[config.mk]
export PLATFORM = sky130hd
export DESIGN_NAME = stage_dependency_scoreboard_top_flat
export DESIGN_NICKNAME = d
export VERILOG_FILES = /design/src/hdl/sds_pkg.sv /design/src/hdl/sds_if.sv /design/src/hdl/sds_ram.sv /design/src/hdl/sds_lane.sv /design/src/hdl/stage_dependency_scoreboard_top.sv /design/src/flat_wrapper.sv
export VERILOG_INCLUDE_DIRS = /design/src /design/src/hdl
export SDC_FILE = /design/constraint.sdc
export NUM_CORES = 2
export LEC_CHECK = 0
export ABC_AREA = 1
export BUFFER_PORTS_ARGS = -buffer_cell sky130_fd_sc_hd__buf_2
export CAP_MARGIN = 20
export CELL_PAD_IN_SITES_DETAIL_PLACEMENT = 1
export CELL_PAD_IN_SITES_GLOBAL_PLACEMENT = 2
export CORE_ASPECT_RATIO = 1.2
export CORE_MARGIN = 2
export CORE_UTILIZATION = 45
export CTS_CLUSTER_SIZE = 25
export DETAILED_ROUTE_END_ITERATION = 12
export PLACE_DENSITY_LB_ADDON = 0.15
export SYNTH_ARGS = -nofsm -noshare
export SYNTH_HDL_FRONTEND = slang
export SYNTH_SLANG_ARGS = --single-unit
[constraint.sdc]
create_clock -name clk -period 10.5 [get_ports clk]
set_clock_uncertainty 0.2 [all_clocks]
set_input_delay 0.525 -clock clk [delete_from_list [all_inputs] [get_ports clk]]
set_output_delay 0.525 -clock clk [all_outputs]
set_load 0.02 [all_outputs]
[src/hdl/stage_dependency_scoreboard_top_assert.svh]
// assertion macros for the stage dependency scoreboard
`ifndef STAGE_DEPENDENCY_SCOREBOARD_TOP_ASSERT_SVH
`define STAGE_DEPENDENCY_SCOREBOARD_TOP_ASSERT_SVH

// same-cycle implication, clocked on clk, off while arst_n is low
`define SDS_ASSERT_IMP(lbl, ante, cons, msg) \
	lbl: assert property (@(posedge clk) disable iff (!arst_n) (ante) |-> (cons)) \
		else $error(msg);

// next-cycle implication, clocked on clk, off while arst_n is low
`define SDS_ASSERT_NXT(lbl, ante, cons, msg) \
	lbl: assert property (@(posedge clk) disable iff (!arst_n) (ante) |=> (cons)) \
		else $error(msg);

`endif

[src/hdl/sds_pkg.sv]
package sds_pkg;

	// fixed field widths
	localparam int MASK_W = 16;
	localparam int ID_W   = 4;
	localparam int REQ_W  = 2;
	localparam int DEG_W  = 8;
	localparam logic [DEG_W-1:0] DEG_MAX = {DEG_W{1'b1}};

	// request codes
	typedef enum logic [REQ_W-1:0] {
		REQ_CLEAR    = 2'd0,
		REQ_PHASE    = 2'd1,
		REQ_SEPARATE = 2'd2,
		REQ_BURN     = 2'd3
	} req_type_t;

	// per-lane operation
	typedef enum logic [1:0] {
		LOP_HOLD  = 2'd0,
		LOP_CLEAR = 2'd1,
		LOP_INC   = 2'd2,
		LOP_DEC   = 2'd3
	} lane_op_t;

	typedef struct packed {
		lane_op_t op;
		logic     sel;
	} lane_ctl_t;

	typedef struct packed {
		logic zero;
		logic sat;
	} lane_sts_t;

	// sequencer states
	typedef enum logic [3:0] {
		ST_IDLE = 4'b0001,
		ST_READ = 4'b0010,
		ST_MOD  = 4'b0100,
		ST_FIN  = 4'b1000
	} seq_state_t;

	typedef enum logic {
		MODE_LOAD = 1'b0,
		MODE_DROP = 1'b1
	} seq_mode_t;

endpackage

[src/hdl/sds_if.sv]
// request channel
interface sds_req_if import sds_pkg::*; ();
	logic              valid;
	logic              ready;
	logic [REQ_W-1:0]  req_type;
	logic [MASK_W-1:0] phase_mask;
	logic [ID_W-1:0]   unit_id;
	logic [MASK_W-1:0] empty_mask;

	modport source (output valid, output req_type, output phase_mask, output unit_id,
		output empty_mask, input ready);
	modport sink (input valid, input req_type, input phase_mask, input unit_id,
		input empty_mask, output ready);
endinterface

// response channel
interface sds_rsp_if import sds_pkg::*; ();
	logic              valid;
	logic              ready;
	logic [MASK_W-1:0] active_mask;
	logic [MASK_W-1:0] present_mask;
	logic              found;
	logic              overflow;

	modport source (output valid, output active_mask, output present_mask, output found,
		output overflow, input ready);
	modport sink (input valid, input active_mask, input present_mask, input found,
		input overflow, output ready);
endinterface

[src/hdl/sds_ram.sv]
module sds_ram #(
	parameter int WIDTH = 64,
	parameter int DEPTH = 16
) (
	input  logic                     clk,
	input  logic                     we,
	input  logic [$clog2(DEPTH)-1:0] waddr,
	input  logic [WIDTH-1:0]         wdata,
	input  logic [$clog2(DEPTH)-1:0] raddr,
	output logic [WIDTH-1:0]         rdata
);

	logic [WIDTH-1:0] mem_q [DEPTH];
	logic [WIDTH-1:0] rdata_q;

	// one write port, one registered read port
	always_ff @(posedge clk) begin
		if (we) begin
			mem_q[waddr] <= wdata;
		end
		rdata_q <= mem_q[raddr];
	end

	assign rdata = rdata_q;

endmodule

[src/hdl/sds_lane.sv]
module sds_lane import sds_pkg::*; #(
	parameter int COUNT_BITS = 4
) (
	input  logic                  clk,
	input  logic                  arst_n,
	input  lane_ctl_t             ctl,
	input  logic [COUNT_BITS-1:0] edge_in,
	output logic [COUNT_BITS-1:0] edge_out,
	output lane_sts_t             sts
);

	localparam logic [COUNT_BITS-1:0] CNT_MAX = {COUNT_BITS{1'b1}};

	logic [DEG_W-1:0] indeg_q;
	logic [DEG_W-1:0] indeg_d;
	logic [DEG_W-1:0] edge_ext;
	logic             sat;

	assign edge_ext = DEG_W'(edge_in);

	// column update for this unit
	always_comb begin
		edge_out = edge_in;
		indeg_d  = indeg_q;
		sat      = 1'b0;
		if (ctl.sel) begin
			case (ctl.op)
				LOP_CLEAR: begin
					indeg_d = '0;
				end
				LOP_INC: begin
					if (edge_in == CNT_MAX || indeg_q == DEG_MAX) begin
						sat = 1'b1;
					end else begin
						edge_out = edge_in + 1'b1;
						indeg_d  = indeg_q + 1'b1;
					end
				end
				LOP_DEC: begin
					indeg_d = (indeg_q > edge_ext) ? indeg_q - edge_ext : '0;
				end
				default: begin
				end
			endcase
		end
	end

	// in-degree counter
	always_ff @(posedge clk or negedge arst_n) begin
		if (!arst_n) begin
			indeg_q <= '0;
		end else begin
			indeg_q <= indeg_d;
		end
	end

	assign sts.zero = (indeg_q == '0);
	assign sts.sat  = sat;

endmodule

[src/hdl/stage_dependency_scoreboard_top.sv]
// Stage dependency scoreboard. One result item per request item. The edge counts live in a
// single-port-read memory with one row per source unit; every row the request touches is
// read, then modified in all unit lanes at once (and written back for a phase load). The
// rows are those of the units that left between two phases for a phase load, or of the
// units removed for a separate or burnout check. After the last row the result is loaded
// into the output register once that is free, and the next item is accepted after that.
// Clear, the first phase and requests that touch no row go straight to the result. A new
// item is accepted while the previous result still waits on the response channel.
module stage_dependency_scoreboard_top import sds_pkg::*; #(
	parameter int MAX_STAGES = 16,
	parameter int COUNT_BITS = 4
) (
	input  logic     clk,
	input  logic     arst_n,
	sds_req_if.sink  req,
	sds_rsp_if.source rsp
);

	localparam int N     = MAX_STAGES;
	localparam int RW    = $clog2(N);
	localparam int EXT_W = (N > MASK_W) ? N : MASK_W;
	localparam int ROW_W = N * COUNT_BITS;

	seq_state_t       state_q;
	seq_mode_t        mode_q;
	logic [N-1:0]     pending_q;
	logic [N-1:0]     came_q;
	logic [RW-1:0]    row_q;
	logic [N-1:0]     present_q;
	logic [N-1:0]     prior_q;
	logic             first_q;
	logic             sat_q;
	logic [N-1:0]     valid_q;
	logic             found_q;
	logic             out_valid_q;
	logic [MASK_W-1:0] out_active_q;
	logic [MASK_W-1:0] out_present_q;
	logic             out_found_q;
	logic             out_overflow_q;

	req_type_t        rt;
	logic             accept;
	logic             out_load;
	logic [EXT_W-1:0] phase_ext;
	logic [EXT_W-1:0] empty_ext;
	logic [N-1:0]     cur_phase;
	logic [N-1:0]     cur_empty;
	logic [N-1:0]     gone;
	logic [N-1:0]     came;
	logic [N-1:0]     zero_vec;
	logic [N-1:0]     sat_vec;
	logic [N-1:0]     active_vec;
	logic [N-1:0]     sep_vec;
	logic [N-1:0]     drop_vec;
	logic [RW-1:0]    next_row;
	logic [N-1:0]     row_oh;
	logic [N-1:0]     pending_left;
	logic [ROW_W-1:0] rdata;
	logic [ROW_W-1:0] row_rd;
	logic [ROW_W-1:0] wdata;
	logic             we;
	logic             sat_any;
	lane_ctl_t        ctl [N];
	lane_sts_t        sts [N];
	logic [EXT_W-1:0] act_ext;
	logic [EXT_W-1:0] pres_ext;

	assign rt      = req_type_t'(req.req_type);
	assign req.ready = (state_q == ST_IDLE);
	assign accept  = req.valid && req.ready;

	// masks limited to the units that exist
	assign phase_ext = EXT_W'(req.phase_mask);
	assign empty_ext = EXT_W'(req.empty_mask);
	assign cur_phase = phase_ext[N-1:0];
	assign cur_empty = empty_ext[N-1:0];
	assign gone      = prior_q & ~cur_phase;
	assign came      = cur_phase & ~prior_q;

	// lane flags
	always_comb begin
		for (int i = 0; i < N; i++) begin
			zero_vec[i] = sts[i].zero;
			sat_vec[i]  = sts[i].sat;
			sep_vec[i]  = (int'(req.unit_id) == i) && present_q[i];
		end
	end

	assign active_vec = present_q & zero_vec;
	assign sat_any    = |sat_vec;
	assign drop_vec   = (rt == REQ_SEPARATE) ? sep_vec : (active_vec & cur_empty);

	// lowest pending row
	always_comb begin
		next_row = '0;
		for (int i = N - 1; i >= 0; i--) begin
			if (pending_q[i]) begin
				next_row = RW'(i);
			end
		end
	end

	assign row_oh       = N'(1) << row_q;
	assign pending_left = pending_q & ~row_oh;

	// edge count rows
	sds_ram #(
		.WIDTH (ROW_W),
		.DEPTH (N)
	) u_edge_ram (
		.clk   (clk),
		.we    (we),
		.waddr (row_q),
		.wdata (wdata),
		.raddr (next_row),
		.rdata (rdata)
	);

	assign we     = (state_q == ST_MOD) && (mode_q == MODE_LOAD);
	assign row_rd = valid_q[row_q] ? rdata : '0;

	// lane control
	always_comb begin
		for (int i = 0; i < N; i++) begin
			ctl[i].op  = LOP_HOLD;
			ctl[i].sel = 1'b0;
			if (accept) begin
				unique case (rt) inside
					REQ_CLEAR: begin
						ctl[i].op  = LOP_CLEAR;
						ctl[i].sel = 1'b1;
					end
					REQ_SEPARATE, REQ_BURN: begin
						ctl[i].op  = LOP_CLEAR;
						ctl[i].sel = drop_vec[i];
					end
					REQ_PHASE: begin
					end
				endcase
			end else if (state_q == ST_MOD) begin
				if (mode_q == MODE_LOAD) begin
					ctl[i].op  = LOP_INC;
					ctl[i].sel = came_q[i];
				end else begin
					ctl[i].op  = LOP_DEC;
					ctl[i].sel = present_q[i];
				end
			end
		end
	end

	// one lane per target unit
	for (genvar g = 0; g < N; g++) begin : g_lane
		sds_lane #(
			.COUNT_BITS (COUNT_BITS)
		) u_lane (
			.clk      (clk),
			.arst_n   (arst_n),
			.ctl      (ctl[g]),
			.edge_in  (row_rd[g*COUNT_BITS +: COUNT_BITS]),
			.edge_out (wdata[g*COUNT_BITS +: COUNT_BITS]),
			.sts      (sts[g])
		);
	end

	assign out_load = (state_q == ST_FIN) && (!out_valid_q || rsp.ready);

	// sequencer and graph state
	always_ff @(posedge clk or negedge arst_n) begin
		if (!arst_n) begin
			state_q   <= ST_IDLE;
			mode_q    <= MODE_LOAD;
			pending_q <= '0;
			came_q    <= '0;
			row_q     <= '0;
			present_q <= '0;
			prior_q   <= '0;
			first_q   <= 1'b1;
			sat_q     <= 1'b0;
			valid_q   <= '0;
			found_q   <= 1'b0;
		end else begin
			unique case (state_q)
				ST_IDLE: begin
					if (accept) begin
						unique case (rt) inside
							REQ_CLEAR: begin
								present_q <= '0;
								prior_q   <= '0;
								first_q   <= 1'b1;
								sat_q     <= 1'b0;
								valid_q   <= '0;
								found_q   <= 1'b0;
								state_q   <= ST_FIN;
							end
							REQ_PHASE: begin
								present_q <= present_q | cur_phase;
								prior_q   <= cur_phase;
								first_q   <= 1'b0;
								found_q   <= 1'b0;
								came_q    <= came;
								pending_q <= gone;
								mode_q    <= MODE_LOAD;
								state_q   <= (!first_q && gone != '0) ? ST_READ : ST_FIN;
							end
							REQ_SEPARATE, REQ_BURN: begin
								present_q <= present_q & ~drop_vec;
								pending_q <= drop_vec;
								mode_q    <= MODE_DROP;
								found_q   <= (rt == REQ_SEPARATE) && (drop_vec != '0);
								state_q   <= (drop_vec != '0) ? ST_READ : ST_FIN;
							end
						endcase
					end
				end
				ST_READ: begin
					row_q   <= next_row;
					state_q <= ST_MOD;
				end
				ST_MOD: begin
					pending_q[row_q] <= 1'b0;
					if (mode_q == MODE_LOAD) begin
						valid_q[row_q] <= 1'b1;
						sat_q          <= sat_q | sat_any;
					end else begin
						valid_q[row_q] <= 1'b0;
					end
					state_q <= (pending_left != '0) ? ST_READ : ST_FIN;
				end
				ST_FIN: begin
					if (out_load) begin
						state_q <= ST_IDLE;
					end
				end
				default: begin
					state_q <= ST_IDLE;
				end
			endcase
		end
	end

	// output register valid
	always_ff @(posedge clk or negedge arst_n) begin
		if (!arst_n) begin
			out_valid_q <= 1'b0;
		end else if (out_load) begin
			out_valid_q <= 1'b1;
		end else if (rsp.ready) begin
			out_valid_q <= 1'b0;
		end
	end

	assign act_ext  = EXT_W'(active_vec);
	assign pres_ext = EXT_W'(present_q);

	// output register payload
	always_ff @(posedge clk) begin
		if (out_load) begin
			out_active_q   <= act_ext[MASK_W-1:0];
			out_present_q  <= pres_ext[MASK_W-1:0];
			out_found_q    <= found_q;
			out_overflow_q <= sat_q;
		end
	end

	assign rsp.valid        = out_valid_q;
	assign rsp.active_mask  = out_active_q;
	assign rsp.present_mask = out_present_q;
	assign rsp.found        = out_found_q;
	assign rsp.overflow     = out_overflow_q;

	`include "stage_dependency_scoreboard_top_assert.svh"

	`SDS_ASSERT_IMP(a_mod_row_pending, state_q == ST_MOD, pending_q[row_q], "row under update is not pending")
	`SDS_ASSERT_IMP(a_read_has_work, state_q == ST_READ, pending_q != '0, "row read with nothing pending")
	`SDS_ASSERT_NXT(a_clear_empties, accept && rt == REQ_CLEAR, present_q == '0 && !sat_q && valid_q == '0, "clear left graph state")
	`SDS_ASSERT_IMP(a_result_from_fin, $rose(out_valid_q), $past(state_q) == ST_FIN, "result shown outside finish")

endmodule
[src/flat_wrapper.sv]
// flat-port wrapper written by rule: the top's interface ports become plain ports
module stage_dependency_scoreboard_top_flat import sds_pkg::*;
#(
	parameter int MAX_STAGES = 16,
	parameter int COUNT_BITS = 4
)
  (clk, arst_n, req_valid, req_req_type, req_phase_mask, req_unit_id, req_empty_mask, req_ready, rsp_valid, rsp_active_mask, rsp_present_mask, rsp_found, rsp_overflow, rsp_ready);
  sds_req_if req_i ();
  sds_rsp_if rsp_i ();
  input  logic clk;
  input  logic arst_n;
  input wire logic [$bits(req_i.valid)-1:0] req_valid;
  input wire logic [$bits(req_i.req_type)-1:0] req_req_type;
  input wire logic [$bits(req_i.phase_mask)-1:0] req_phase_mask;
  input wire logic [$bits(req_i.unit_id)-1:0] req_unit_id;
  input wire logic [$bits(req_i.empty_mask)-1:0] req_empty_mask;
  output wire logic [$bits(req_i.ready)-1:0] req_ready;
  output wire logic [$bits(rsp_i.valid)-1:0] rsp_valid;
  output wire logic [$bits(rsp_i.active_mask)-1:0] rsp_active_mask;
  output wire logic [$bits(rsp_i.present_mask)-1:0] rsp_present_mask;
  output wire logic [$bits(rsp_i.found)-1:0] rsp_found;
  output wire logic [$bits(rsp_i.overflow)-1:0] rsp_overflow;
  input wire logic [$bits(rsp_i.ready)-1:0] rsp_ready;
  assign req_i.valid = req_valid;
  assign req_i.req_type = req_req_type;
  assign req_i.phase_mask = req_phase_mask;
  assign req_i.unit_id = req_unit_id;
  assign req_i.empty_mask = req_empty_mask;
  assign req_ready = req_i.ready;
  assign rsp_valid = rsp_i.valid;
  assign rsp_active_mask = rsp_i.active_mask;
  assign rsp_present_mask = rsp_i.present_mask;
  assign rsp_found = rsp_i.found;
  assign rsp_overflow = rsp_i.overflow;
  assign rsp_i.ready = rsp_ready;
  stage_dependency_scoreboard_top #(.MAX_STAGES(MAX_STAGES), .COUNT_BITS(COUNT_BITS)) u_core (.clk(clk), .arst_n(arst_n), .req(req_i), .rsp(rsp_i));
endmodule
==> Word level (Yosys, flattened, before mapping) <==
Memory sizes are Yosys's and may differ from the RTL's. A register that Yosys moved wholly into a read port is not among the register bits.
Index checks and enable logic that the tools add are counted.
{ "totals": {"regBits": 255, "mem_bits_rw": 1024, "in_bits": 42, "output_inout_bits": 36, "word_cells": 606, "memories": 1} }
{ "memory_table": {"columns": ["name", "depth", "word_bits", "read_ports", "rd_clocked_by_memory_dff", "wr", "line", "source"], "rows": [
  ["u_core.u_edge_ram.mem_q", 16, 64, 1, 1, 1, "sds_ram.sv:13", "logic [WIDTH-1:0] mem_q [DEPTH];"]
]} }
{ "classes": {"addsub": 48, "magnitude_cmp": 18, "n_eq_ne": 123, "shifts": 1, "muxes": 257, "bitwise_logic": 17, "n_reduce_logical": 109} }
{ "op_table": {"columns": ["cell", "n"], "rows": [
  ["8-bit case mux with 3 select lines", 16],
  ["4-bit 2-to-1 mux", 69],
  ["8-bit 2-to-1 mux", 32],
  ["8-bit by 1-bit adder with 8-bit output, second input constant", 16],
  ["16-bit bitwise AND", 8],
  ["8-bit equality test, second input constant", 16],
  ["8-bit by 4-bit greater-than comparator with 1-bit output", 16],
  ["8-bit logical NOT", 16],
  ["16-bit case mux with 2 select lines", 4],
  ["8-bit by 4-bit subtractor with 8-bit output", 16],
  ["4-bit equality test, second input constant", 25],
  ["3-bit 2-to-1 mux", 32],
  ["16-bit 2-to-1 mux", 5],
  ["16-bit NOT", 5],
  ["2-bit equality test, second input constant", 34],
  ["4-bit by 1-bit adder with 4-bit output, second input constant", 16],
  ["64-bit 2-to-1 mux", 1],
  ["2-bit case mux with 2 select lines", 16],
  ["3-bit AND reduction", 21],
  ["1-bit 2-to-1 mux", 57],
  ["16-bit case mux with 3 select lines", 1],
  ["16-bit nonzero test", 3],
  ["3-bit nonzero test", 16],
  ["2-bit inequality test, second input constant", 19],
  ["other kinds (28)", 113]
]} }

==> Depth between registers and ports, before layout <==
{ "depth": {"word_depth": 16, "depth_mapped": 24, "mapped_depth_nobuf": 22} }

==> Modules after synthesis <==
Synthesis repeated with hierarchy kept, for this count alone.
{ "hier_totals": {"hier_cells": 7834, "hier_area_um2": 68752.2} }
{ "by_module_without_submodules": {"columns": ["module", "n_inst", "cells_each", "area_per_inst_um2", "seq_area_each_um2"], "rows": [
  ["sds_ram", 1, 4212, 45259.7, 32030.7],
  ["sds_lane at u_core.g_lane[0].u_lane ...", 15, 168, 1034.7, 200.2],
  ["stage_dependency_scoreboard_top", 1, 943, 6967.9, 3350.7],
  ["sds_lane at u_core.g_lane[2].u_lane", 1, 159, 1003.5, 200.2]
]} }

==> Worst setup path after synthesis <==
OpenSTA, ideal clock, no wires.
{ "synth_path": {"path_kind": "register to register", "start": "reg u_core.state_q[1]", "end": "mem u_core.u_edge_ram.mem_q[10][0], enable pin", "setup_ps": 486, "arrival_time_ps": 4374, "required_time_ps": 9814, "path_slack_ps": 5440, "path_stages_with_launch": 11, "path_buffers": 5, "synth_period_minus_slack_ps": 5060, "cell_sequence": "dfrtp_1 -> inv_1 -> nand4_1 -> inv_2 -> nand2_1 -> buf_4 -> buf_2 -> buf_4 -> buf_2 -> buf_2 -> nor2_1"} }
{ "synth_between": {"elab_chain_len": 4} }
{ "synth_lines": {"columns": ["item", "line", "source"], "rows": [
  ["start, declared", "stage_dependency_scoreboard_top.sv:24", "seq_state_t state_q;"],
  ["start signal, assigned", "stage_dependency_scoreboard_top.sv:204", "state_q <= (!first_q && gone != '0) ? ST_READ : ST_FIN;"],
  ["start signal, assigned", "stage_dependency_scoreboard_top.sv:211", "state_q <= (drop_vec != '0) ? ST_READ : ST_FIN;"],
  ["start signal, assigned", "stage_dependency_scoreboard_top.sv:228", "state_q <= (pending_left != '0) ? ST_READ : ST_FIN;"],
  ["4-bit by 3-bit equality test with 1-bit output", "stage_dependency_scoreboard_top.sv:119", "assign we = (state_q == ST_MOD) && (mode_q == MODE_LOAD);"],
  ["1-bit logical AND", "stage_dependency_scoreboard_top.sv:119", null],
  ["1-bit 2-to-1 mux", "sds_ram.sv:18", "if (we) begin"],
  ["1-bit 2-to-1 mux (implied by the code)", "sds_ram.sv:19", "mem_q[waddr] <= wdata;"],
  ["end, declared", "sds_ram.sv:13", null]
]} }
No other way between the ends.

==> Worst setup path after layout <==
{ "layout_path": {"start": "reg u_core.pending_q[14]", "end": "reg u_core.u_edge_ram.rdata_q[36], in the netlist u_core.u_edge_ram.rdata[36], read port of u_core.u_edge_ram.mem_q"} }
{ "layout_between": {"elab_chain_len": 15} }
{ "layout_lines": {"columns": ["item", "line", "source"], "rows": [
  ["start, declared", "stage_dependency_scoreboard_top.sv:26", "logic [N-1:0] pending_q;"],
  ["start signal, assigned", "stage_dependency_scoreboard_top.sv:202", "pending_q <= gone;"],
  ["start signal, assigned", "stage_dependency_scoreboard_top.sv:208", "pending_q <= drop_vec;"],
  ["4-bit 2-to-1 mux (15 in series)", "stage_dependency_scoreboard_top.sv:97", "if (pending_q[i]) begin"],
  ["end, declared", "sds_ram.sv:14", "logic [WIDTH-1:0] rdata_q;"]
]} }
No other way between the ends.
A chain may end at the register's enable or synchronous reset.

==> impl_metrics.yaml <==
power:
  p_per_area_nw_per_um2: 360
  leakagePower_uw: 0.0307
  worst_ir_drop_vdd_uv: 543
place:
  postPlaceCellArea_sq_um: 67500
  gp_congestion: 0.850
  port-buffer-count: 77
  dp_hpwl_mm: 118
logic_synthesis:
  ys_seq_area_share_pct: 59.1
  ys_ff_latch: 1343
  netlist.area_leader.share_pct: 48.6
  postSynthAreaPerCell_sq_um: 9.51
  synth_ff_type: "edfxtp_1"
  ys_top_cells_by_count: "1,515 x nand2_1, 1,262 x nand3_1, 1,058 x edfxtp_1"
  ys_types: 58
  synth_top_area_cell: "edfxtp_1"
  synth_area_sq_um: 65300
  synth_most_common_cell: "nand2_1"
  synth_edf_count: 1058
  synth_cells: 6868
  yosysWarnings: 0
  synth_area_leaders: "edfxtp_1 49%, nand3_1 9.7%, nand2_1 8.7%, dfrtp_1 8.4%, inv_1 5.8%"
  synth_nets: 7038
  postSynth.asyncResetShare_pct: 16.5
global_route:
  grtUsageTotal_pct: 28.2
  grt_max_degree: 160
  grt_pass1_vias: 51000
  gr-total-overflow: 0
  antenna_found_initial: 3
  grt_pass1_wl_mm: 316
clock_tree:
  clock_latency_ns: 0.80
  cts_sinks: 1343
  cts_buffers: 146
  tritoncts: "done"
  ctsHoldBuffers: 21
  htree_levels: 4
  post_cts_buffers: 0
  cts_buffer_depth: 3
  root_buffer: "clkbuf_16"
  cts_resized: 0
  clk_pin_slew_ns: 0.06
sta:
  post-route-period-util_pct: 50.7
  final_max_slew_viol_count: 0
  fmax_mhz: 188
  rsz0062_at_grt: "false"
  finalSetupViolCount: 0
  finalHoldViolations: 0
  worst_slew_pin_slew_ns: 1.15
  fin_hold_ws_ns: 0.107
  fin_crit_ns: 5.32
  slew_headroom_pct: 23.3
  tns_ns: 0
die:
  die_y_microns: 421
  num_rows: 153
  die_w_microns: 352
  core_sq_um: 145000
  ioPinCount: 78
  die-area_sq_um: 148000
  start_util_pct: 45.2
final_layout:
  utilization_pct: 50.1
  design_area_sq_um: 72500
  final_layout_size_suffix_gt1_share_pct: 7.04
  nets: 7048
  syn2layout_area_growth_pct: 10.9
hold_path:
  min-delay-path-class: "in2reg"
detailed_routing:
  post_drt_wl_per_cell_microns: 23.4
  ant_nets: 0
  via_per_inst: 5.59
  first_iter_violations: 4050
  drt_pass1_iterations: 6
  drc: 0
  wl_mm: 209
  num_vias: 49900
critical_path:
  worstSetupStartpointType: "register"
  endpoint_kind: "register"
  cp_data_arrival_time_ns: 5.80
  critical_path_required_ns: 10.98
  cp_max_fo: 159
  critPathKind: "reg2reg"
flow_run:
  drv_cap: 0
outcome:
  status: "finished clean"
==> stage by stage <==
stage,instances,setup slack [ns],total power (uW)
floorplan,6868,5.44,16700
global route,8929,4.77,28000
finish,8932,5.18,26100
global placement,8630,5.30,20800
detailed placement,8631,5.26,21000
CTS,8914,5.20,26200
==> area by class of cell <==
type,count,area (sq um)
fillers,16200,72100
flip-flops and latches,1343,38600
multi-input cells,4151,21400
clock buffers,210,4140
inverters,1031,3890
well taps,1937,2420
repair buffers,205,1500
clock inverters,52,495
diodes,3,7.51
==> layer usage <==
metal / track usage [%] / wire, microns
met2: 45.9 / 98300
met3: 3.52 / 10500
met5: 0 / 13
met4: 7.50 / 4870
met1: 40.0 / 95600
==> report_power, final <==
| part | total (uW) | internal (uW) | switching (uW) |
|---|---|---|---|
| Sequential | 7060 | 6700 | 355 |
| Clock | 5100 | 2930 | 2160 |
| Combinational | 13900 | 3850 | 10100 |
==> path summary, 6_finish.rpt <==
path | startpoint | to | slack, ns | depth (start not counted)
max | u_core.pending_q[14]$_DFFE_PN0P_ | u_core.u_edge_ram.rdata[36]$_DFF_P_ | 5.18 | 23
min | req_empty_mask[4] | u_core.pending_q[4]$_DFFE_PN0P_ | 0.11 | 5
min in group asynchronous | arst_n | u_core.g_lane[5].u_lane.indeg_q[4]$_DFFE_PN0P_ | 0.12 | 2
min reg2reg | u_core.prior_q[1]$_DFFE_PN0P_ | u_core.came_q[1]$_DFFE_PN0P_ | 0.27 | 1
max reg2reg | u_core.pending_q[14]$_DFFE_PN0P_ | u_core.u_edge_ram.rdata[36]$_DFF_P_ | 5.18 | 23
max in group asynchronous | arst_n | u_core.g_lane[15].u_lane.indeg_q[3]$_DFFE_PN0P_ | 8.56 | 3
==> critical path, cell delays in order, from the launching register on <==
cell and delay, ns:
dfrtp_1 0.39, inv_2 0.07, nand2_1 0.05, nand2_1 0.05, nand2_1 0.05, nand2_1 0.06, nand2_1 0.05, nand2_1 0.06
nand2_1 0.05, nand2_1 0.05, nand2_1 0.05, nand2_1 0.06, nand2_1 0.04, nand2_1 0.05, nand2_1 0.12, nand2_8 0.63
buf_4 0.82, buf_12 0.62, buf_4 0.82, nand3_1 0.24, nand3_1 0.18, nand3_1 0.09, nand3_1 0.12, nand2_1 0.06
==> logic make-up after synthesis <==
family,after synthesis,share of synthesized area (%)
simple gates,3300,22.6
buf+inv,1374,8.47
flops,1343,59.1
compound gates,577,5.25
xor+xnor,146,1.96
fa+ha+maj,128,2.63
==> registers in the layout, indices dropped and copies added (netlist names), 4 cells and up <==
signal and flops:
u_core.valid_q 16, u_core.came_q 16, u_core.u_edge_ram.rdata 64, u_core.state_q 4
u_core.pres_ext 16, u_core.pending_q 16, u_core.g_lane.u_lane.indeg_q 128, u_core.row_q 4
u_core.prior_q 16, u_core.u_edge_ram.mem_q 1024, u_core.rsp.active_mask 16, u_core.rsp.present_mask 16
==> cells in the final DEF, fill, tap and decap left out, types with 92 or more instances in the layout <==
| cell type | instances |
|---|---|
| a21oi_1 | 107 |
| buf_4 | 98 |
| clkbuf_16 | 151 |
| dfrtp_1 | 219 |
| edfxtp_1 | 1058 |
| ha_1 | 112 |
| inv_1 | 1000 |
| nand2_1 | 1514 |
| nand3_1 | 1261 |
| nor2_1 | 246 |
| o21ai_0 | 178 |
| o21ai_1 | 92 |
| xor2_1 | 116 |
Note: power is estimated with default switching activity, not from simulation.
